[config.mk]
export PLATFORM = sky130hd
export DESIGN_NAME = lwf_queue
export DESIGN_NICKNAME = d
export VERILOG_FILES = /design/src/sv/lwf_pkg.sv /design/src/sv/lwf_queue.sv
export SDC_FILE = /design/constraint.sdc
export NUM_CORES = 1
export LEC_CHECK = 0
export ABC_CLOCK_PERIOD_IN_PS = 8000
export BUFFER_PORTS_ARGS = -buffer_cell sky130_fd_sc_hd__clkbuf_2
export CAP_MARGIN = 10
export CORE_ASPECT_RATIO = 1.4
export CORE_MARGIN = 2
export CORE_UTILIZATION = 30
export DETAILED_ROUTE_END_ITERATION = 16
export PLACE_DENSITY_LB_ADDON = 0.15
export RECOVER_POWER = 50
export SLEW_MARGIN = 20
export SYNTH_ARGS = -nofsm -noshare
export SYNTH_HDL_FRONTEND = slang
export SYNTH_SLANG_ARGS = --single-unit
[constraint.sdc]
create_clock -name clk -period 8 [get_ports clk]
set_input_delay 0.8 -clock clk [delete_from_list [all_inputs] [get_ports clk]]
set_output_delay 0.8 -clock clk [all_outputs]
set_load 0.1 [all_outputs]
[src/sv/lwf_pkg.sv]
package lwf_pkg;

	// Request command codes.
	localparam logic [1:0] CMD_LIDAR = 2'd0;
	localparam logic [1:0] CMD_ODOM  = 2'd1;
	localparam logic [1:0] CMD_TICK  = 2'd2;

	// Controller modes.
	localparam logic [1:0] MODE_TURN  = 2'd0;
	localparam logic [1:0] MODE_DRIVE = 2'd1;
	localparam logic [1:0] MODE_STOP  = 2'd2;

	// Result kinds.
	localparam logic RES_MOTOR  = 1'b0;
	localparam logic RES_MARKER = 1'b1;

	// Configuration register indexes.
	localparam int CFG_IDX_W  = 3;
	localparam int CFG_DATA_W = 16;
	localparam logic [CFG_IDX_W-1:0] CFG_DRIVE_SPEED    = 3'd0;
	localparam logic [CFG_IDX_W-1:0] CFG_TURN_RATE      = 3'd1;
	localparam logic [CFG_IDX_W-1:0] CFG_HEADING_GAIN   = 3'd2;
	localparam logic [CFG_IDX_W-1:0] CFG_DISTANCE_GAIN  = 3'd3;
	localparam logic [CFG_IDX_W-1:0] CFG_WINDOW_HALF    = 3'd4;
	localparam logic [CFG_IDX_W-1:0] CFG_MIN_VALID      = 3'd5;
	localparam logic [CFG_IDX_W-1:0] CFG_STOP_DISTANCE  = 3'd6;
	localparam logic [CFG_IDX_W-1:0] CFG_CORNER_TOL     = 3'd7;

	// Angles in radians times 4096.
	localparam logic signed [17:0] HALF_PI_Q12       = 18'sd6434;
	localparam logic signed [17:0] THREE_HALF_PI_Q12 = 18'sd19302;
	localparam int TURN_TOLERANCE = 328;
	localparam logic signed [17:0] TURN_LIMIT = HALF_PI_Q12 - 18'(TURN_TOLERANCE);

	// An empty window reads as the farthest range.
	localparam logic [15:0] RANGE_EMPTY = 16'hFFFF;

	// Input request payload.
	typedef struct packed {
		logic [1:0]          command;
		logic [15:0]         range_mm;
		logic signed [15:0]  sample_angle;
		logic                last_sample;
		logic signed [15:0]  odom_x;
		logic signed [15:0]  odom_y;
		logic signed [15:0]  odom_theta;
	} in_req_t;

	// Result payload.
	typedef struct packed {
		logic                result_kind;
		logic [15:0]         speed_out;
		logic signed [15:0]  spin_out;
		logic signed [15:0]  marker_x;
		logic signed [15:0]  marker_y;
		logic [1:0]          mode_out;
	} out_rsp_t;

	// Configuration register set.
	typedef struct packed {
		logic [15:0] drive_speed;
		logic [14:0] turn_rate;
		logic [15:0] heading_gain;
		logic [15:0] distance_gain;
		logic [12:0] window_half_width;
		logic [15:0] min_valid_range;
		logic [15:0] stop_distance;
		logic [15:0] corner_tolerance;
	} cfg_t;

	// Classified request as it waits in the queue.
	typedef struct packed {
		logic [1:0]          kind;
		logic                side_hit;
		logic                front_hit;
		logic                last_sample;
		logic [15:0]         range_mm;
		logic signed [15:0]  sample_angle;
		logic signed [15:0]  odom_x;
		logic signed [15:0]  odom_y;
		logic signed [15:0]  odom_theta;
	} item_t;

endpackage

[src/sv/lwf_queue.sv]
module lwf_queue #(
	parameter int DEPTH = 4
) (
	input  logic           clk,
	input  logic           arst_n,
	input  logic           push,
	input  lwf_pkg::item_t push_item,
	output logic           full,
	input  logic           pop,
	output logic           head_valid,
	output lwf_pkg::item_t head_item
);
	import lwf_pkg::*;

	localparam int PTR_W = $clog2(DEPTH);
	localparam int CNT_W = $clog2(DEPTH + 1);

	item_t              mem_q [DEPTH];
	logic [PTR_W-1:0]   wr_ptr_q;
	logic [PTR_W-1:0]   rd_ptr_q;
	logic [CNT_W-1:0]   count_q;

	assign full       = count_q == CNT_W'(DEPTH);
	assign head_valid = count_q != '0;
	assign head_item  = mem_q[rd_ptr_q];

	// Storage is written at the tail only.
	always_ff @(posedge clk) begin
		if (push) begin
			mem_q[wr_ptr_q] <= push_item;
		end
	end

	// Pointers wrap at the depth, which need not be a power of two.
	always_ff @(posedge clk or negedge arst_n) begin
		if (!arst_n) begin
			wr_ptr_q <= '0;
			rd_ptr_q <= '0;
			count_q  <= '0;
		end else begin
			if (push) begin
				wr_ptr_q <= (wr_ptr_q == PTR_W'(DEPTH - 1)) ? '0 : wr_ptr_q + 1'b1;
			end
			if (pop) begin
				rd_ptr_q <= (rd_ptr_q == PTR_W'(DEPTH - 1)) ? '0 : rd_ptr_q + 1'b1;
			end
			if (push && !pop) begin
				count_q <= count_q + 1'b1;
			end else if (pop && !push) begin
				count_q <= count_q - 1'b1;
			end
		end
	end

endmodule

==> results.cfg, run 1 <==
[run_status]
run_status = complete, but fails checks
violations = max-capacitance violations, max-slew violations

[synthesis]
synth_top_area_cell = edfxtp_1
syn_nets = 578
synth_cell_type_count = 21
synth_area_leaders = edfxtp_1 (80%), mux4_2 (15%), dfrtp_1 (1.4%), ha_1 (0.59%), buf_12 (0.47%)
synth_top_area_share_pct = 80.4
syn-cell-area_sq_um = 12700
synth_seq_cells = 347
synth_cells = 482
post_synth.cell_area_avg_sq_um = 26.4
ys_seq_area_share_pct = 81.7
yosys_warnings = 0

[flow_run]
maxCapViolCount = 1

[detailed_routing]
wl_per_cell_microns = 20.6
via_per_inst = 4.53
finalWirelength_microns = 25800
final_antenna_net_count = 0
dr.pass1.iters = 4
drcViolationCount = 0
vias = 5673
drtIter0Drc = 296

[layout]
area_delta_synth_final_pct = 19.8
fill_cells = 3861
drive_gt1_share_pct = 33.9
antenna_cells = 0
seqCellArea_sq_um = 10400
final_common_cell = edfxtp_1
final_cell_mix = edfxtp_1 (340), clkbuf_1 (90), clkbuf_2 (88)
final_cells = 1252
final_nets = 778
multi_input_area_sq_um = 2140

[critical_path]
cp_max_fo = 43
worstPathArrival_ns = 4.64
r2r-start = wr_ptr_q[0]
criticalPathCategory = in -> reg
worstSetupStartpointType = primary input
reg2reg_slack_ns = 3.57
r2r_end = mem_q[3][8]
cp.required_ns = 8.14
r2r_cells = 3
critical-path-max-stage-delay_ns = 2.56
crit_path_end_kind = flip-flop
cp_slowest_cell = and2_0
crit_chain = clkbuf_1, and2_0, buf_4

[clock_network]
postCtsSetupBuffers = 0
cts_max_path_buffers = 3
root_buffer = clkbuf_16
hold_buffers = 0
clk_latency_ns = 0.52
htree_levels = 2
cts.sinks = 347
cts_buffers = 36
post_cts_resized = 0
path_clk_slew_ns = 0.06
tritoncts = yes

[timing]
final.setup.tns_ns = 0
fin_worst_skew_ns = 0.0133
rsz0062_at_grt = false
tightestPinTransition_ns = 3.50
setup_viol = 0
max_freq_mhz = 222
relSlewSlack_pct = -133
min_period_ns = 4.51
finalCritPeriodShare_pct = 56.3
slew_viol_final = 44
hold_viol_final = 0

[placed_design]
dpl.cell_count = 1189
gp_congestion = 0.679
io_buffers = 175
place_hpwl_microns = 14900

[global_route]
gr-total-overflow = 0
grt_pass1_vias = 6357
grt_usage_pct = 11.9
grt_max_degree = 47
antenna_found_initial = 2
grt_pass1_wl_microns = 38600

[die]
design.die.area_sq_um = 44000
rows = 89
start_util_pct = 30.3
design.core.area_sq_um = 42000
die_x_microns = 178
pin_count = 176
die_y_microns = 247

[worst_hold_path]
hold_class = in -> async
==> worst max-delay path: cells and delay by family <==
kind / cells / cell delay, ns
and+or+nand+nor: 1 / 2.56
buffers and inverters: 2 / 1.21
==> how the worst max path moves through the flow <==
stage | slack (ns) | cells after the start | start | end
after floorplan | 4.55 | 1 | count_q[0] | full
after global placement | 4.05 | 3 | rd_ptr_q[0] | head_item[18]
after detailed placement | 4.03 | 3 | rd_ptr_q[0] | head_item[18]
after CTS | 3.46 | 3 | rd_ptr_q[0] | head_item[18]
after global routing | 3.04 | 3 | push | mem_q[3][12]
final | 3.49 | 3 | push | mem_q[3][8]
==> flip-flops by register name (all words and copies together) (netlist names) <==
register,flops
mem_q,340
count_q,3
rd_ptr_q,2
wr_ptr_q,2
==> per-layer routing <==
| metal | vias up | track usage, % | routed length, microns |
|---|---|---|---|
| li1 | 2465 | - | - |
| met1 | 3027 | 13.8 | 10000 |
| met2 | 133 | 21.4 | 13800 |
| met3 | 44 | 2.79 | 1320 |
| met4 | 4 | 4.05 | 635 |
| met5 | - | 0 | 28 |
==> stage by stage <==
step           util, %  worst slack (ns)  hold WS, ns  area, sq um
2_1_floorplan        -              4.55        0.449        12700
3_3_place_gp      33.7              4.05        0.466        14200
3_5_place_dp      33.7              4.03        0.517        14200
4_1_cts           36.5              3.46        0.108        15300
5_1_grt           36.3              3.04        0.212        15200
6_report          36.3              3.49        0.204        15200
==> cell usage after synthesis <==
cell type,number
or3_1,1
dfrtp_1,7
nor3b_1,1
mux4_2,85
mux2_2,3
clkbuf_1,3
buf_4,4
edfxtp_1,340
ha_1,6
buf_6,1
nor2_1,3
buf_2,8
nand2_1,2
buf_12,3
and2_1,4
xor2_1,2
o21ai_0,2
fa_1,1
buf_8,1
inv_1,4
xnor2_1,1
==> logic make-up (layout without fill, tap and decap cells) <==
family / Yosys count / after routing / share of synthesized area (%)
flops: 347 / 347 / 81.7
mux: 88 / 88 / 15.3
buf+inv: 24 / 248 / 1.44
simple gates: 11 / 11 / 0.453
fa+ha+maj: 7 / 7 / 0.748
xor+xnor: 3 / 3 / 0.207
compound gates: 2 / 2 / 0.0788
==> final cells by class <==
cell class	instances	share of cell area, %
Timing Repair Buffer	182	5.52
Multi-Input combinational cell	111	14.1
Tap cell	546	4.49
Clock inverter	22	1.37
Sequential cell	347	68.3
Inverter	4	0.0986
Clock buffer	40	6.16
Power of run 1 is not shown: default switching activity piles up to over one toggle a cycle in this logic, so the estimate is an artifact.
==> inputs of run 2 (changes only) <==
--- a/config.mk
+++ b/config.mk
@@ -5,7 +5,7 @@
 export SDC_FILE = /design/constraint.sdc
 export NUM_CORES = 1
 export LEC_CHECK = 0
-export ABC_CLOCK_PERIOD_IN_PS = 8000
+export ABC_CLOCK_PERIOD_IN_PS = 4059
 export BUFFER_PORTS_ARGS = -buffer_cell sky130_fd_sc_hd__clkbuf_2
 export CAP_MARGIN = 10
 export CORE_ASPECT_RATIO = 1.4
==> constraint.sdc (replaced) <==
create_clock -name clk -period 4.06 [get_ports clk]
set_input_delay 0.406 -clock clk [delete_from_list [all_inputs] [get_ports clk]]
set_output_delay 0.406 -clock clk [all_outputs]
set_load 0.1 [all_outputs]
==> results.cfg, run 2 (synthesis results as in run 1) <==
[run_status]
run_status = complete, but fails checks
violations = max-capacitance violations, max-slew violations

[critical_path]
worstSetupStartpointType = flip-flop
crit_chain = buf_4, mux4_2, clkbuf_2
r2r_cells = 3
reg2reg_slack_ns = 1.02
cp.required_ns = 3.65
crit_path_end_kind = primary output
cp_max_fo = 26
cp_slowest_cell = dfrtp_1
criticalPathCategory = reg -> out
worstPathArrival_ns = 2.69
critical-path-max-stage-delay_ns = 0.87
r2r_end = mem_q[3][81]
r2r-start = wr_ptr_q[0]

[worst_hold_path]
hold_class = in -> reg
whs_endpoint = mem_q[0][21]
min-delay-start = push_item[21]
hold_depth = 1

[timing]
tightestPinTransition_ns = 2.32
hold_viol_final = 0
finalCritPeriodShare_pct = 76.2
slew_viol_final = 40
rsz0062_at_grt = false
fin_worst_skew_ns = 0.0106
final.setup.tns_ns = 0
setup_viol = 0
relSlewSlack_pct = -54.5
max_freq_mhz = 323
min_period_ns = 3.09

[layout]
multi_input_area_sq_um = 2140
regMostFlops = mem_q
final_nets = 779
largest_reg_flops = 340
reg.largest.list = mem_q (340), count_q (3)
final_cell_mix = edfxtp_1 (340), clkbuf_1 (93), clkbuf_2 (89)
seqCellArea_sq_um = 10400
antenna_cells = 0
final_common_cell = edfxtp_1
fill_cells = 3892
area_delta_synth_final_pct = 20.4
drive_gt1_share_pct = 34.2

[die]
design.die.area_sq_um = 44000
pin_count = 176
die_y_microns = 247
start_util_pct = 30.3
design.core.area_sq_um = 42000
rows = 89
die_x_microns = 178

[global_route]
antenna_found_initial = 2
grt_max_degree = 82
grt_usage_pct = 11.6
grt_pass1_wl_microns = 37700
gr-total-overflow = 0
grt_pass1_vias = 6239

[clock_network]
htree_levels = 2
post_cts_resized = 0
clk_latency_ns = 0.52
cts.sinks = 347
cts_buffers = 36
cts_max_path_buffers = 3
tritoncts = yes
path_clk_slew_ns = 0.06
postCtsSetupBuffers = 0
root_buffer = clkbuf_16

[detailed_routing]
wl_per_cell_microns = 20.1
via_per_inst = 4.50
drtIter0Drc = 205
vias = 5642
dr.pass1.iters = 4
finalWirelength_microns = 25200
final_antenna_net_count = 0
drcViolationCount = 0

[flow_run]
maxCapViolCount = 1

[placed_design]
io_buffers = 175
place_hpwl_microns = 15000
gp_congestion = 0.692
-- run 2: area by class of cell --
cell class                 count  share of cell area, %
timing repair buffer         183                   5.92
clock inverter                17                   1.18
tap                          546                   4.47
multi-input combinational    111                   14.0
sequential                   347                   67.9
inverter                       4                 0.0982
clock buffer                  46                   6.40
-- run 2: worst max-delay path: cells and delay by family, from the launching register on --
kind,cells,cell delay [ns]
buffers and inverters,2,0.89
flip-flops,1,0.87
multiplexers,1,0.39
-- run 2: layer usage --
metal | GRT usage [%] | vias to the layer above | share of wire (%)
met5 | 0 | - | 0.11
met1 | 13.5 | 2997 | 39
met4 | 4.17 | 4 | 2.7
li1 | - | 2468 | -
met3 | 2.97 | 44 | 5.3
met2 | 20.7 | 129 | 53
-- run 2: how the worst max path moves through the flow --
stage,start,to,slack [ns],cells after the start
after floorplan,count_q[0],full,1.01,1
after global placement,rd_ptr_q[0],head_item[21],1.46,3
after detailed placement,rd_ptr_q[0],head_item[21],1.45,3
after CTS,rd_ptr_q[0],head_item[21],0.90,3
after global routing,wr_ptr_q[0],mem_q[3][61],0.72,3
final,rd_ptr_q[1],head_item[25],0.97,3
-- run 2: timing repair --
action,in CTS,in global routing
endpoints found under the setup margin,0,0
endpoints found under the hold margin,7,0
hold buffers,1,0
-- run 2: per-stage QoR --
stage,hold WS (ns),instances,instance area [sq um],utilization (%),setup WS [ns]
6_report,0.143,1254,15300,36.4,0.966
5_1_grt,0.128,1254,15300,36.4,0.718
4_1_cts,0.0700,1254,15400,36.7,0.899
3_5_place_dp,0.261,1190,14200,33.9,1.45
3_3_place_gp,0.256,1190,14200,33.9,1.46
2_1_floorplan,0.110,482,12700,-,1.01
Power of run 2 is left out for the same reason.
==> inputs of run 3 (changes only) <==
--- a/config.mk
+++ b/config.mk
@@ -5,7 +5,7 @@
 export SDC_FILE = /design/constraint.sdc
 export NUM_CORES = 1
 export LEC_CHECK = 0
-export ABC_CLOCK_PERIOD_IN_PS = 4059
+export ABC_CLOCK_PERIOD_IN_PS = 3200
 export BUFFER_PORTS_ARGS = -buffer_cell sky130_fd_sc_hd__clkbuf_2
 export CAP_MARGIN = 10
 export CORE_ASPECT_RATIO = 1.4
==> constraint.sdc (replaced) <==
create_clock -name clk -period 3.2 [get_ports clk]
set_input_delay 0.32 -clock clk [delete_from_list [all_inputs] [get_ports clk]]
set_output_delay 0.32 -clock clk [all_outputs]
set_load 0.1 [all_outputs]
==> results.cfg, run 3 (synthesis results as in run 1) <==
[worst_hold_path]
whs_endpoint = mem_q[1][23]
min-delay-start = push_item[23]
hold_class = in -> reg
hold_depth = 1

[critical_path]
cp.depth = 3
worstSetupStartpoint = rd_ptr_q[0]
reg2reg_slack_ns = 0.89
cp_slowest_cell = dfrtp_4
cp_max_fo = 18
criticalPathCategory = reg -> out
crit_path_end_kind = primary output
crit_chain = buf_4, mux4_2, clkbuf_2
worstPathArrival_ns = 2.54
crit_family = buffers and inverters
path_buf_inv = 2
r2r_end = mem_q[0][69]
worstSetupStartpointType = flip-flop
r2r_cells = 4
cp.required_ns = 2.88
r2r-start = wr_ptr_q[0]
critical-path-max-stage-delay_ns = 0.69

[layout]
regMostFlops = mem_q
drive_gt1_share_pct = 31.3
area_delta_synth_final_pct = 25.2
final_common_cell = edfxtp_1
final_nets = 844
fill_cells = 3872
reg.largest.list = mem_q (340), count_q (3)
largest_reg_flops = 340
final_cell_mix = edfxtp_1 (340), clkbuf_1 (95), clkbuf_2 (89)
antenna_cells = 0

[die]
design.core.area_sq_um = 42000
die_y_microns = 247
rows = 89
die_x_microns = 178
start_util_pct = 30.3
design.die.area_sq_um = 44000
pin_count = 176

[timing]
relSlewSlack_pct = 20.0
max_freq_mhz = 350
finalCritPeriodShare_pct = 89.4
tightestPinTransition_ns = 1.20
slew_viol_final = 0
min_period_ns = 2.86
setup_viol = 0
setup_ws_ns = 0.340
hold_viol_final = 0
final.setup.tns_ns = 0
rsz0062_at_grt = false
fin_worst_skew_ns = 0.0134

[detailed_routing]
dr.pass1.iters = 6
drcViolationCount = 0
via_per_inst = 4.45
vias = 5872
final_antenna_net_count = 0
wl_per_cell_microns = 19.7
finalWirelength_microns = 26000
drtIter0Drc = 263

[flow_run]
maxCapViolCount = 0

[clock_network]
root_buffer = clkbuf_16
cts_max_path_buffers = 3
path_clk_slew_ns = 0.06
cts_buffers = 37
cts.sinks = 347
htree_levels = 2
tritoncts = yes
clk_latency_ns = 0.52
post_cts_resized = 0

[placed_design]
io_buffers = 175
gp_congestion = 0.649
pre_cts_slack_ns = 0.794
place_hpwl_microns = 15500

[global_route]
grt_usage_pct = 12.0
antenna_found_initial = 2
grt_pass1_vias = 6735
grt_max_degree = 47
grt_pass1_wl_microns = 39300
gr-total-overflow = 0

[run_status]
run_status = complete, no violations
[run 3: changes by cell type in the layout (fill, tap and decap cells not counted), sizes merged]
| cell | delta |
|---|---|
| dlygate4sd3 | +57 |
| buf | +6 |
| bufinv | -1 |
| clkbuf | +2 |
| inv | +1 |
[run 3: area by class of cell]
cell class	count	area [sq um]	share of cell area (%)
clock buffer	47	1010	6.32
clock inverter	17	134	0.842
inverter	4	15.0	0.0944
multi-input combinational	111	2140	13.4
sequential	347	10400	65.3
tap	546	683	4.29
timing repair buffer	247	1540	9.67
[run 3: timing repair]
action                    4_1_cts  5_1_grt
buffers inserted                0        0
hold buffers                   58        0
hold endpoints to repair      228        0
[run 3: per-layer routing]
metal  wire length [microns]  share of wire (%)  GRT usage, %
met5                      25              0.096             0
met2                   14300                 55          22.6
met4                     604                2.3          4.17
met1                    9750                 37          13.0
met3                    1270                4.9          2.77
[run 3: worst max path at each step]
stage	slack (ns)	endpoint
floorplan	0.15	mem_q[2][0]
global placement	0.83	head_item[82]
detailed placement	0.79	head_item[82]
CTS	0.22	head_item[82]
global route	0.18	head_item[44]
finish	0.34	head_item[63]
[run 3: worst reg2reg max path, cell delays in order (launching register included)]
cell	delay, ns
dfrtp_1	0.41
inv_1	0.11
ha_1	0.15
and2_0	0.69
buf_4	0.57
[run 3: through the flow]
step | util (%) | instances | area (sq um) | hold WS [ns]
after CTS | 38.2 | 1319 | 16000 | 0.000117
after floorplan | - | 482 | 12700 | 0.0244
after detailed placement | 34.1 | 1197 | 14300 | 0.170
after global placement | 34.1 | 1197 | 14300 | 0.162
final | 37.9 | 1319 | 15900 | 0.0790
after global routing | 37.9 | 1319 | 15900 | 0.0556
Power of run 3 is left out for the same reason.
