`config.mk`:
```
export PLATFORM = sky130hd
export DESIGN_NAME = lwf_front
export DESIGN_NICKNAME = d
export VERILOG_FILES = /design/src/sv/lwf_pkg.sv /design/src/sv/lwf_front.sv
export SDC_FILE = /design/constraint.sdc
export NUM_CORES = 1
export LEC_CHECK = 0
export BUFFER_PORTS_ARGS = -buffer_cell sky130_fd_sc_hd__buf_2
export CAP_MARGIN = 30
export CORE_AREA = 2 2 115 117
export DETAILED_ROUTE_END_ITERATION = 10
export DIE_AREA = 0 0 117 119
export PLACE_DENSITY = 0.67
export SYNTH_ARGS = -nofsm -noshare
export SYNTH_HDL_FRONTEND = slang
export SYNTH_SLANG_ARGS = --single-unit
```
`constraint.sdc`:
```
create_clock -name vclk -period 9.7
set_input_delay 1.455 -clock vclk [all_inputs]
set_output_delay 1.455 -clock vclk [all_outputs]
set_load 0.05 [all_outputs]
```
`src/sv/lwf_pkg.sv`:
```
package lwf_pkg;

	// Request command codes.
	localparam logic [1:0] CMD_LIDAR = 2'd0;
	localparam logic [1:0] CMD_ODOM  = 2'd1;
	localparam logic [1:0] CMD_TICK  = 2'd2;

	// Controller modes.
	localparam logic [1:0] MODE_TURN  = 2'd0;
	localparam logic [1:0] MODE_DRIVE = 2'd1;
	localparam logic [1:0] MODE_STOP  = 2'd2;

	// Result kinds.
	localparam logic RES_MOTOR  = 1'b0;
	localparam logic RES_MARKER = 1'b1;

	// Configuration register indexes.
	localparam int CFG_IDX_W  = 3;
	localparam int CFG_DATA_W = 16;
	localparam logic [CFG_IDX_W-1:0] CFG_DRIVE_SPEED    = 3'd0;
	localparam logic [CFG_IDX_W-1:0] CFG_TURN_RATE      = 3'd1;
	localparam logic [CFG_IDX_W-1:0] CFG_HEADING_GAIN   = 3'd2;
	localparam logic [CFG_IDX_W-1:0] CFG_DISTANCE_GAIN  = 3'd3;
	localparam logic [CFG_IDX_W-1:0] CFG_WINDOW_HALF    = 3'd4;
	localparam logic [CFG_IDX_W-1:0] CFG_MIN_VALID      = 3'd5;
	localparam logic [CFG_IDX_W-1:0] CFG_STOP_DISTANCE  = 3'd6;
	localparam logic [CFG_IDX_W-1:0] CFG_CORNER_TOL     = 3'd7;

	// Angles in radians times 4096.
	localparam logic signed [17:0] HALF_PI_Q12       = 18'sd6434;
	localparam logic signed [17:0] THREE_HALF_PI_Q12 = 18'sd19302;
	localparam int TURN_TOLERANCE = 328;
	localparam logic signed [17:0] TURN_LIMIT = HALF_PI_Q12 - 18'(TURN_TOLERANCE);

	// An empty window reads as the farthest range.
	localparam logic [15:0] RANGE_EMPTY = 16'hFFFF;

	// Input request payload.
	typedef struct packed {
		logic [1:0]          command;
		logic [15:0]         range_mm;
		logic signed [15:0]  sample_angle;
		logic                last_sample;
		logic signed [15:0]  odom_x;
		logic signed [15:0]  odom_y;
		logic signed [15:0]  odom_theta;
	} in_req_t;

	// Result payload.
	typedef struct packed {
		logic                result_kind;
		logic [15:0]         speed_out;
		logic signed [15:0]  spin_out;
		logic signed [15:0]  marker_x;
		logic signed [15:0]  marker_y;
		logic [1:0]          mode_out;
	} out_rsp_t;

	// Configuration register set.
	typedef struct packed {
		logic [15:0] drive_speed;
		logic [14:0] turn_rate;
		logic [15:0] heading_gain;
		logic [15:0] distance_gain;
		logic [12:0] window_half_width;
		logic [15:0] min_valid_range;
		logic [15:0] stop_distance;
		logic [15:0] corner_tolerance;
	} cfg_t;

	// Classified request as it waits in the queue.
	typedef struct packed {
		logic [1:0]          kind;
		logic                side_hit;
		logic                front_hit;
		logic                last_sample;
		logic [15:0]         range_mm;
		logic signed [15:0]  sample_angle;
		logic signed [15:0]  odom_x;
		logic signed [15:0]  odom_y;
		logic signed [15:0]  odom_theta;
	} item_t;

endpackage

```
`src/sv/lwf_front.sv`:
```
module lwf_front (
	input  logic             in_valid,
	output logic             in_stall,
	input  lwf_pkg::in_req_t in_data,
	input  lwf_pkg::cfg_t    cfg,
	input  logic             q_full,
	output logic             push,
	output lwf_pkg::item_t   push_item
);
	import lwf_pkg::*;

	logic signed [17:0] ang;
	logic signed [17:0] hw;
	logic signed [17:0] side_lo;
	logic signed [17:0] side_hi;
	logic               range_ok;
	logic               known_cmd;

	// The input side stalls only when the queue has no room.
	assign in_stall = q_full;

	// Unknown commands are accepted and dropped here.
	assign known_cmd = (in_data.command == CMD_LIDAR) || (in_data.command == CMD_ODOM) ||
		(in_data.command == CMD_TICK);
	assign push = in_valid && !q_full && known_cmd;

	// Window test: open intervals around the side and front directions.
	assign ang      = 18'(in_data.sample_angle);
	assign hw       = {5'd0, cfg.window_half_width};
	assign side_lo  = HALF_PI_Q12 - hw;
	assign side_hi  = HALF_PI_Q12 + hw;
	assign range_ok = in_data.range_mm > cfg.min_valid_range;

	always_comb begin
		push_item.kind         = in_data.command;
		push_item.side_hit     = range_ok && (ang > side_lo) && (ang < side_hi);
		push_item.front_hit    = range_ok && (ang > -hw) && (ang < hw);
		push_item.last_sample  = in_data.last_sample;
		push_item.range_mm     = in_data.range_mm;
		push_item.sample_angle = in_data.sample_angle;
		push_item.odom_x       = in_data.odom_x;
		push_item.odom_y       = in_data.odom_y;
		push_item.odom_theta   = in_data.odom_theta;
	end

endmodule

```
==> impl_metrics.json, run 1 <==
{
  "synth_cells": 404,
  "rows": 42,
  "swShare_pct": 63.1,
  "power_frac_clock_pct": 0,
  "syn_to_final_growth_pct": 2.59,
  "yosysTopAreaCell": "ha_1",
  "layout-drive-gt1-share_pct": 26.9,
  "initial_core_util_pct": 23.6,
  "antenna_found_initial": 0,
  "fin_crit_sh_pct": 67.0,
  "final.setup.tns_ns": 0,
  "firstDrtPassIters": 4,
  "grt_pass1_vias": 2600,
  "portBuffers": 103,
  "synth_area_leaders": "ha_1 33%, buf_4 21%, xnor2_1 7.8%",
  "crit_slowest_cell": "a2111oi_2",
  "path_class": "in -> out",
  "synth_common_cells": "84 x buf_4, 79 x ha_1, 35 x inv_1",
  "cap_violations": 0,
  "worstPathMaxFanout": 7,
  "die_w_um": 117,
  "antenna_left": 0,
  "min_period_ns": 6.50,
  "drc": 0,
  "setup_viol": 0,
  "slew_viol_final": 0,
  "diodes": 0,
  "yosysSeqAreaShare_pct": 0,
  "combPwrFrac_pct": 100.0,
  "final_nets": 707,
  "postLayoutCellArea_sq_mm": 0.00312,
  "yosysMostFrequentCell": "buf_4",
  "hold_viol": 0,
  "dp_slack_ns": 3.22,
  "die_h_um": 119,
  "setup_slack_ns": 3.20,
  "required_ns": 8.25,
  "ir_drop_mv": 0.0173,
  "dpl_cell_area_sq_mm": 0.00312,
  "dp.cells": 593,
  "seq_cells": 0,
  "intPower_uw": 61.0,
  "syn_area_sq_mm": 0.00304,
  "regArea_sq_um": 0,
  "clock.fmax_ghz": 0.154,
  "cp_top_family": "compound AO/OA/AOI/OAI gates",
  "instances_no_fill": 593,
  "drt_wl_total_mm": 8.21,
  "overflow": 0,
  "cts_setup_buffers": 0,
  "fin_util_pct": 24.2,
  "drt_iter0_markers": 102,
  "post_cts_resized": 0,
  "vias": 2735,
  "path_buf_inv": 3,
  "critPathLaunchType": "input pin",
  "ios": 296,
  "maxSlewHeadroom_pct": 63.3,
  "finalPower_uw": 165,
  "grt_max_degree": 11,
  "hold_ws_ns": 2.91,
  "place.gp.congestion": 0.834,
  "status": "completed",
  "synthesis.nets": 692,
  "worstHoldPathType": "in -> out",
  "dieArea_sq_mm": 0.0139,
  "cts_hold_buf": 0,
  "worst_ep_arrival_time_ns": 5.05,
  "track_usage_pct": 11.5,
  "power_density_mw_per_mm2": 53.0,
  "syn_avg_cell_area_sq_um": 7.53,
  "viasPerCell": 4.61,
  "seqPwrFrac_pct": 0,
  "worst_pin_slew_ns": 0.545,
  "core_area_sq_mm": 0.0129,
  "yosysTopAreaCellShare_pct": 32.5,
  "detailed_place_hpwl_mm": 7.37,
  "synth_cell_types": 44,
  "p_leak_nw": 1.59,
  "grt_pass1_wl_mm": 12.8,
  "clkbuf_count": 0,
  "rsz0062_at_grt": "no",
  "cp_cell_sequence": "buf_2 -> inv_1 -> ha_1 -> nor2b_1 -> o21ai_0 -> a21oi_1 -> o21ai_0 -> nand3_1 -> ha_1 -> nand4_1 -> or3_1 -> a21o_1 -> and3_4 -> a2111oi_2 -> buf_2",
  "synth_warnings": 0,
  "num-fill-cells": 1443,
  "cp_slowest_stage_delay_ns": 0.43,
  "wire_per_inst_um": 13.8,
  "cp-end-kind": "output port",
  "p_switching_uw": 104
}
==> cell families (layout without fill, tap and decap cells) <==
logic type | Yosys count | count (layout) | share of synthesized area [%]
buffers and inverters | 127 | 140 | 26.2
and+or+nand+nor | 91 | 91 | 15.6
adders and majority gates | 79 | 79 | 32.5
AOI/OAI and AO/OA | 79 | 79 | 17.7
xor gates and xnor gates | 28 | 28 | 8.07
==> cell type report <==
type	instances	area [sq um]	area share, %
Inverter	37	139	4.45
Multi-Input combinational cell	277	2240	72.0
Tap cell	176	220	7.06
Timing Repair Buffer	103	515	16.5
==> layer usage <==
metal  share of wire (%)  up-vias  global-route usage, %
li1                    -     1390                      -
met1                  43     1216                   15.3
met2                  45      105                   19.3
met3                 9.9       24                   2.09
met4                 1.5        0                   2.06
met5                   0        -                      0
==> path summary, 6_finish.rpt <==
kind	start	to	cells past startpoint	slack, ns
setup / recovery	cfg[50]	push_item[82]	15	3.20
hold / removal	in_data[24]	push_item[24]	0	2.91
==> power groups by stage <==
stage | clock network, mW | registers, mW | logic, mW
final | 0 | 0 | 0.165
after global routing | 0 | 0 | 0.186
after CTS | 0 | 0 | 0.167
after detailed placement | 0 | 0 | 0.166
after global placement | 0 | 0 | 0.164
after floorplan | 0 | 0 | 0.180
==> layout by cell type, fill, tap and decap left out, drive strengths merged, types with 9 or more instances in the layout <==
master	netlist	final
a21o	11	11
a21oi	25	25
buf	86	103
ha	79	79
inv	36	36
nand2	19	19
nand4	17	17
nor2	17	17
nor4	9	9
o21ai	13	13
xnor2	27	27
No activity file was read; power rests on OpenSTA's default activity.
==> inputs of run 2 (changes only) <==
--- a/config.mk
+++ b/config.mk
@@ -10,7 +10,7 @@
 export CORE_AREA = 2 2 115 117
 export DETAILED_ROUTE_END_ITERATION = 10
 export DIE_AREA = 0 0 117 119
-export PLACE_DENSITY = 0.67
+export PLACE_DENSITY = 0.69
 export SYNTH_ARGS = -nofsm -noshare
 export SYNTH_HDL_FRONTEND = slang
 export SYNTH_SLANG_ARGS = --single-unit
==> constraint.sdc (replaced) <==
create_clock -name vclk -period 5.3
set_input_delay 0.795 -clock vclk [all_inputs]
set_output_delay 0.795 -clock vclk [all_outputs]
set_load 0.05 [all_outputs]
==> run 2 against run 1 <==
  * Sequential share of layout area stayed put
  * Worst hold slack worse by 1.3 ns
  * Total power is 84% higher
  * Cell area is 0.24% higher
==> impl_metrics.json, run 2 (synthesis gave the netlist of run 1 again) <==
{
  "status": "completed",
  "wire_per_inst_um": 13.9,
  "rows": 42,
  "final_nets": 708,
  "drc": 0,
  "clkbuf_count": 0,
  "layout_commonest_cell": "buf_2",
  "die_h_um": 119,
  "detailed_place_hpwl_mm": 7.42,
  "path_class": "in -> out",
  "setup_viol": 0,
  "vias": 2714,
  "finalPower_uw": 304,
  "instances_no_fill": 594,
  "regArea_sq_um": 0,
  "initial_core_util_pct": 23.6,
  "postLayoutCellArea_sq_mm": 0.00313,
  "layout-drive-gt1-share_pct": 27.0,
  "viasPerCell": 4.57,
  "cts_setup_buffers": 0,
  "overflow": 0,
  "setup_slack_ns": 0.214,
  "grt_max_degree": 11,
  "ios": 296,
  "antenna_left": 0,
  "worst_pin_slew_ns": 0.611,
  "clock.fmax_ghz": 0.197,
  "crit_end": "push_item[82]",
  "maxSlewHeadroom_pct": 58.9,
  "dp.cells": 594,
  "critPathLaunchType": "input pin",
  "dpl_cell_area_sq_mm": 0.00313,
  "final_cell_mix": "103 x buf_2, 79 x ha_1, 35 x inv_1",
  "firstDrtPassIters": 4,
  "drt_iter0_markers": 171,
  "portBuffers": 103,
  "syn_to_final_growth_pct": 2.84,
  "min_period_ns": 5.09,
  "final.setup.tns_ns": 0,
  "die_w_um": 117,
  "seq_cells": 0,
  "num-fill-cells": 1445,
  "slew_viol_final": 0,
  "required_ns": 4.51,
  "rsz0062_at_grt": "no",
  "grt_pass1_wl_mm": 12.6,
  "grt_pass1_vias": 2533,
  "fin_crit_sh_pct": 96.0,
  "worst_ep_arrival_time_ns": 4.29,
  "place.gp.congestion": 0.856,
  "crit_path_start": "cfg[49]",
  "track_usage_pct": 11.4,
  "dieArea_sq_mm": 0.0139,
  "dp_slack_ns": 0.193,
  "hold_viol": 0,
  "core_area_sq_mm": 0.0129,
  "ir_drop_mv": 0.0294,
  "drt_wl_total_mm": 8.24,
  "p_leak_nw": 1.59,
  "worstPathMaxFanout": 6,
  "cp-end-kind": "output port",
  "cap_violations": 0,
  "antenna_found_initial": 0,
  "power_density_mw_per_mm2": 97.2,
  "worstHoldPathType": "in -> out",
  "diodes": 0
}
run 2: cell count changes in the layout (fill, tap and decap cells not counted):
| cell | delta |
|---|---|
| buf_4 | +1 |
| o21ai_1 | +1 |
| o21ai_0 | -1 |
run 2: power by group:
| group | internal, mW | switching [mW] | total [mW] |
|---|---|---|---|
| combinational | 0.112 | 0.191 | 0.304 |
| clock | 0 | 0 | 0 |
| sequential | 0 | 0 | 0 |
| total | 0.112 | 0.191 | 0.304 |
run 2: critical path, stage by stage:
cell	delay, ns
buf_2	0.16
inv_1	0.09
ha_1	0.24
o21ai_0	0.36
a21oi_1	0.16
o21ai_1	0.26
nand3_1	0.19
ha_1	0.37
nand4_1	0.16
or3_1	0.40
a21o_1	0.18
and3_4	0.17
a2111oi_2	0.42
buf_2	0.35
run 2: layout make-up:
type / instances / area (sq um) / area share (%)
Multi-Input combinational cell: 277 / 2240 / 71.8
Timing Repair Buffer: 104 / 523 / 16.7
Inverter: 37 / 139 / 4.44
Tap cell: 176 / 220 / 7.04
run 2: per-stage QoR:
step | hold WS (ns) | utilization [%]
2_1_floorplan | 1.76 | -
4_1_cts | 1.59 | 24.3
3_5_place_dp | 1.59 | 24.3
6_report | 1.59 | 24.3
3_3_place_gp | 1.59 | 24.3
5_1_grt | 1.59 | 24.3
run 2: timing repair:
item,4_1_cts,5_1_grt
hold buffers,0,0
setup endpoints to repair,0,1
resized for setup,0,1
run 2: per-layer routing:
metal	share of wire [%]	track usage (%)
met1	44	14.9
met2	44	19.3
met3	8.8	1.78
met4	2.7	2.79
met5	0	0
run 2: worst min-delay path by stage:
stage / cells past startpoint / end / startpoint / slack, ns
after floorplan: 1 / in_stall / q_full / 1.76
after global placement: 0 / push_item[0] / in_data[0] / 1.59
after detailed placement: 0 / push_item[0] / in_data[0] / 1.59
after CTS: 0 / push_item[0] / in_data[0] / 1.59
after global routing: 0 / push_item[35] / in_data[35] / 1.59
final: 0 / push_item[22] / in_data[22] / 1.59
==> inputs of run 3 (changes only) <==
--- a/config.mk
+++ b/config.mk
@@ -11,6 +11,7 @@
 export DETAILED_ROUTE_END_ITERATION = 10
 export DIE_AREA = 0 0 117 119
 export PLACE_DENSITY = 0.69
+export RECOVER_POWER = 100
 export SYNTH_ARGS = -nofsm -noshare
 export SYNTH_HDL_FRONTEND = slang
 export SYNTH_SLANG_ARGS = --single-unit
==> run 3 against run 2 <==
  * Critical path depth stayed put
  * Global-route usage stayed put
  * Die area stayed put
  * Cell area is 1.5% lower
  * Total power is 1.2% lower
  * Core utilization is 0.36 points lower
  * Critical path type unchanged
  * Largest cell class unchanged
  * Highest routed layer unchanged
==> impl_metrics.json, run 3 (synthesis gave the netlist of run 1 again) <==
{
  "hold_depth": 0,
  "grt_pass1_wl_mm": 12.6,
  "instances_no_fill": 594,
  "final_cell_mix": "79 x ha_1, 65 x buf_2, 37 x clkbuf_1",
  "antenna_found_initial": 0,
  "path_class": "in -> out",
  "status": "completed",
  "cap_violations": 0,
  "regArea_sq_um": 0,
  "worstHoldPathType": "in -> out",
  "hold_end": "push_item[22]",
  "layout_commonest_cell": "ha_1",
  "p_switching_uw": 192,
  "rows": 42,
  "p_leak_nw": 1.49,
  "gr-usage-met2_pct": 19.3,
  "slew_viol_final": 0,
  "drt_wl_total_mm": 8.25,
  "cp_cell_sequence": "buf_2 -> inv_1 -> ha_1 -> o21ai_0 -> a21oi_1 -> o21ai_1 -> nand3_1 -> ha_1 -> nand4_1 -> or3_1 -> a21o_1 -> and3_4 -> a2111oi_2 -> clkbuf_2",
  "seqPwrFrac_pct": 0,
  "critPathLaunchType": "input pin",
  "power_density_mw_per_mm2": 97.4,
  "grt_pass1_vias": 2533,
  "die_w_um": 117,
  "cp_slowest_stage_delay_ns": 0.43,
  "required_ns": 4.51,
  "clock.fmax_ghz": 0.196,
  "portBuffers": 103,
  "combPwrFrac_pct": 100.0,
  "hold_viol": 0,
  "ios": 296,
  "cts_setup_buffers": 0,
  "wire_per_inst_um": 13.9,
  "num-fill-cells": 1455,
  "maxSlewHeadroom_pct": 46.9,
  "fin_util_pct": 23.9,
  "firstDrtPassIters": 4,
  "cp-end-kind": "output port",
  "final.setup.tns_ns": 0,
  "drt_iter0_markers": 165,
  "overflow": 0,
  "dieArea_sq_mm": 0.0139,
  "intPower_uw": 108,
  "dp.cells": 594,
  "min_period_ns": 5.11,
  "antenna_left": 0,
  "rsz0062_at_grt": "no",
  "setup_slack_ns": 0.190,
  "diodes": 0,
  "track_usage_pct": 11.4,
  "fin_crit_sh_pct": 96.4,
  "crit_slowest_cell": "a2111oi_2",
  "grt_max_degree": 11,
  "swShare_pct": 64.0,
  "worstPathMaxFanout": 6,
  "worst_ep_arrival_time_ns": 4.32,
  "min-delay-start": "in_data[22]",
  "viasPerCell": 4.58,
  "multi_input_area_sq_mm": 0.00224,
  "grt_util_met1_pct": 14.9,
  "vias": 2721,
  "layout-drive-gt1-share_pct": 18.2,
  "core_area_sq_mm": 0.0129,
  "clkbuf_count": 0,
  "place.gp.congestion": 0.856,
  "final_nets": 708,
  "syn_to_final_growth_pct": 1.32,
  "finalPower_uw": 300,
  "met3_usage_pct": 1.78,
  "crit_top_cell": "ha_1",
  "power_frac_clock_pct": 0,
  "ir_drop_mv": 0.0298,
  "initial_core_util_pct": 23.6,
  "setup_viol": 0,
  "grt_busiest_layer": "met2",
  "detailed_place_hpwl_mm": 7.42,
  "dp_slack_ns": 0.193,
  "seq_cells": 0,
  "drc": 0,
  "die_h_um": 119,
  "worst_pin_slew_ns": 0.800
}
-- run 3: changes by cell type in the layout (fill, tap and decap cells not counted), sizes merged --
cell	delta
buf	-38
clkbuf	+38
-- run 3: critical path: cells and delay by family --
family                     cells  cell delay, ns
AOI/OAI and AO/OA              5            1.39
and+or+nand+nor                4            0.91
buffers and inverters          3            0.61
adders and majority gates      2            0.61
-- run 3: layer usage --
layer	routed length, um	part of all wire (%)
met1	3660	44
met2	3610	44
met3	745	9.0
met4	229	2.8
met5	0	0
-- run 3: power groups by stage --
stage	registers, mW	logic (mW)	clock network, mW
final	0	0.300	0
after detailed placement	0	0.305	0
after floorplan	0	0.329	0
after CTS	0	0.306	0
after global routing	0	0.337	0
after global placement	0	0.300	0
-- run 3: area by class of cell --
type,count,share of cell area [%]
inverters,37,4.51
multi-input cells,277,72.9
well taps,176,7.15
repair buffers,104,15.5
-- run 3: timing repair --
action | in CTS | in global routing
endpoints found under the setup margin | 0 | 1
hold buffers | 0 | 0
resized for setup | 0 | 1
-- run 3: stage by stage --
step	area [sq um]	hold WS, ns
after detailed placement	3130	1.59
after floorplan	3040	1.76
final	3080	1.59
after CTS	3130	1.59
after global placement	3130	1.59
after global routing	3080	1.59
-- run 3: worst max-delay path by stage --
stage                    endpoint  startpoint  slack, ns  depth (start not counted)
floorplan           push_item[82]     cfg[50]       0.22                         14
global placement    push_item[82]     cfg[49]       0.22                         14
detailed placement  push_item[82]     cfg[49]       0.19                         14
CTS                 push_item[82]     cfg[49]       0.18                         14
global route        push_item[82]     cfg[49]       0.06                         14
finish              push_item[82]     cfg[49]       0.19                         14
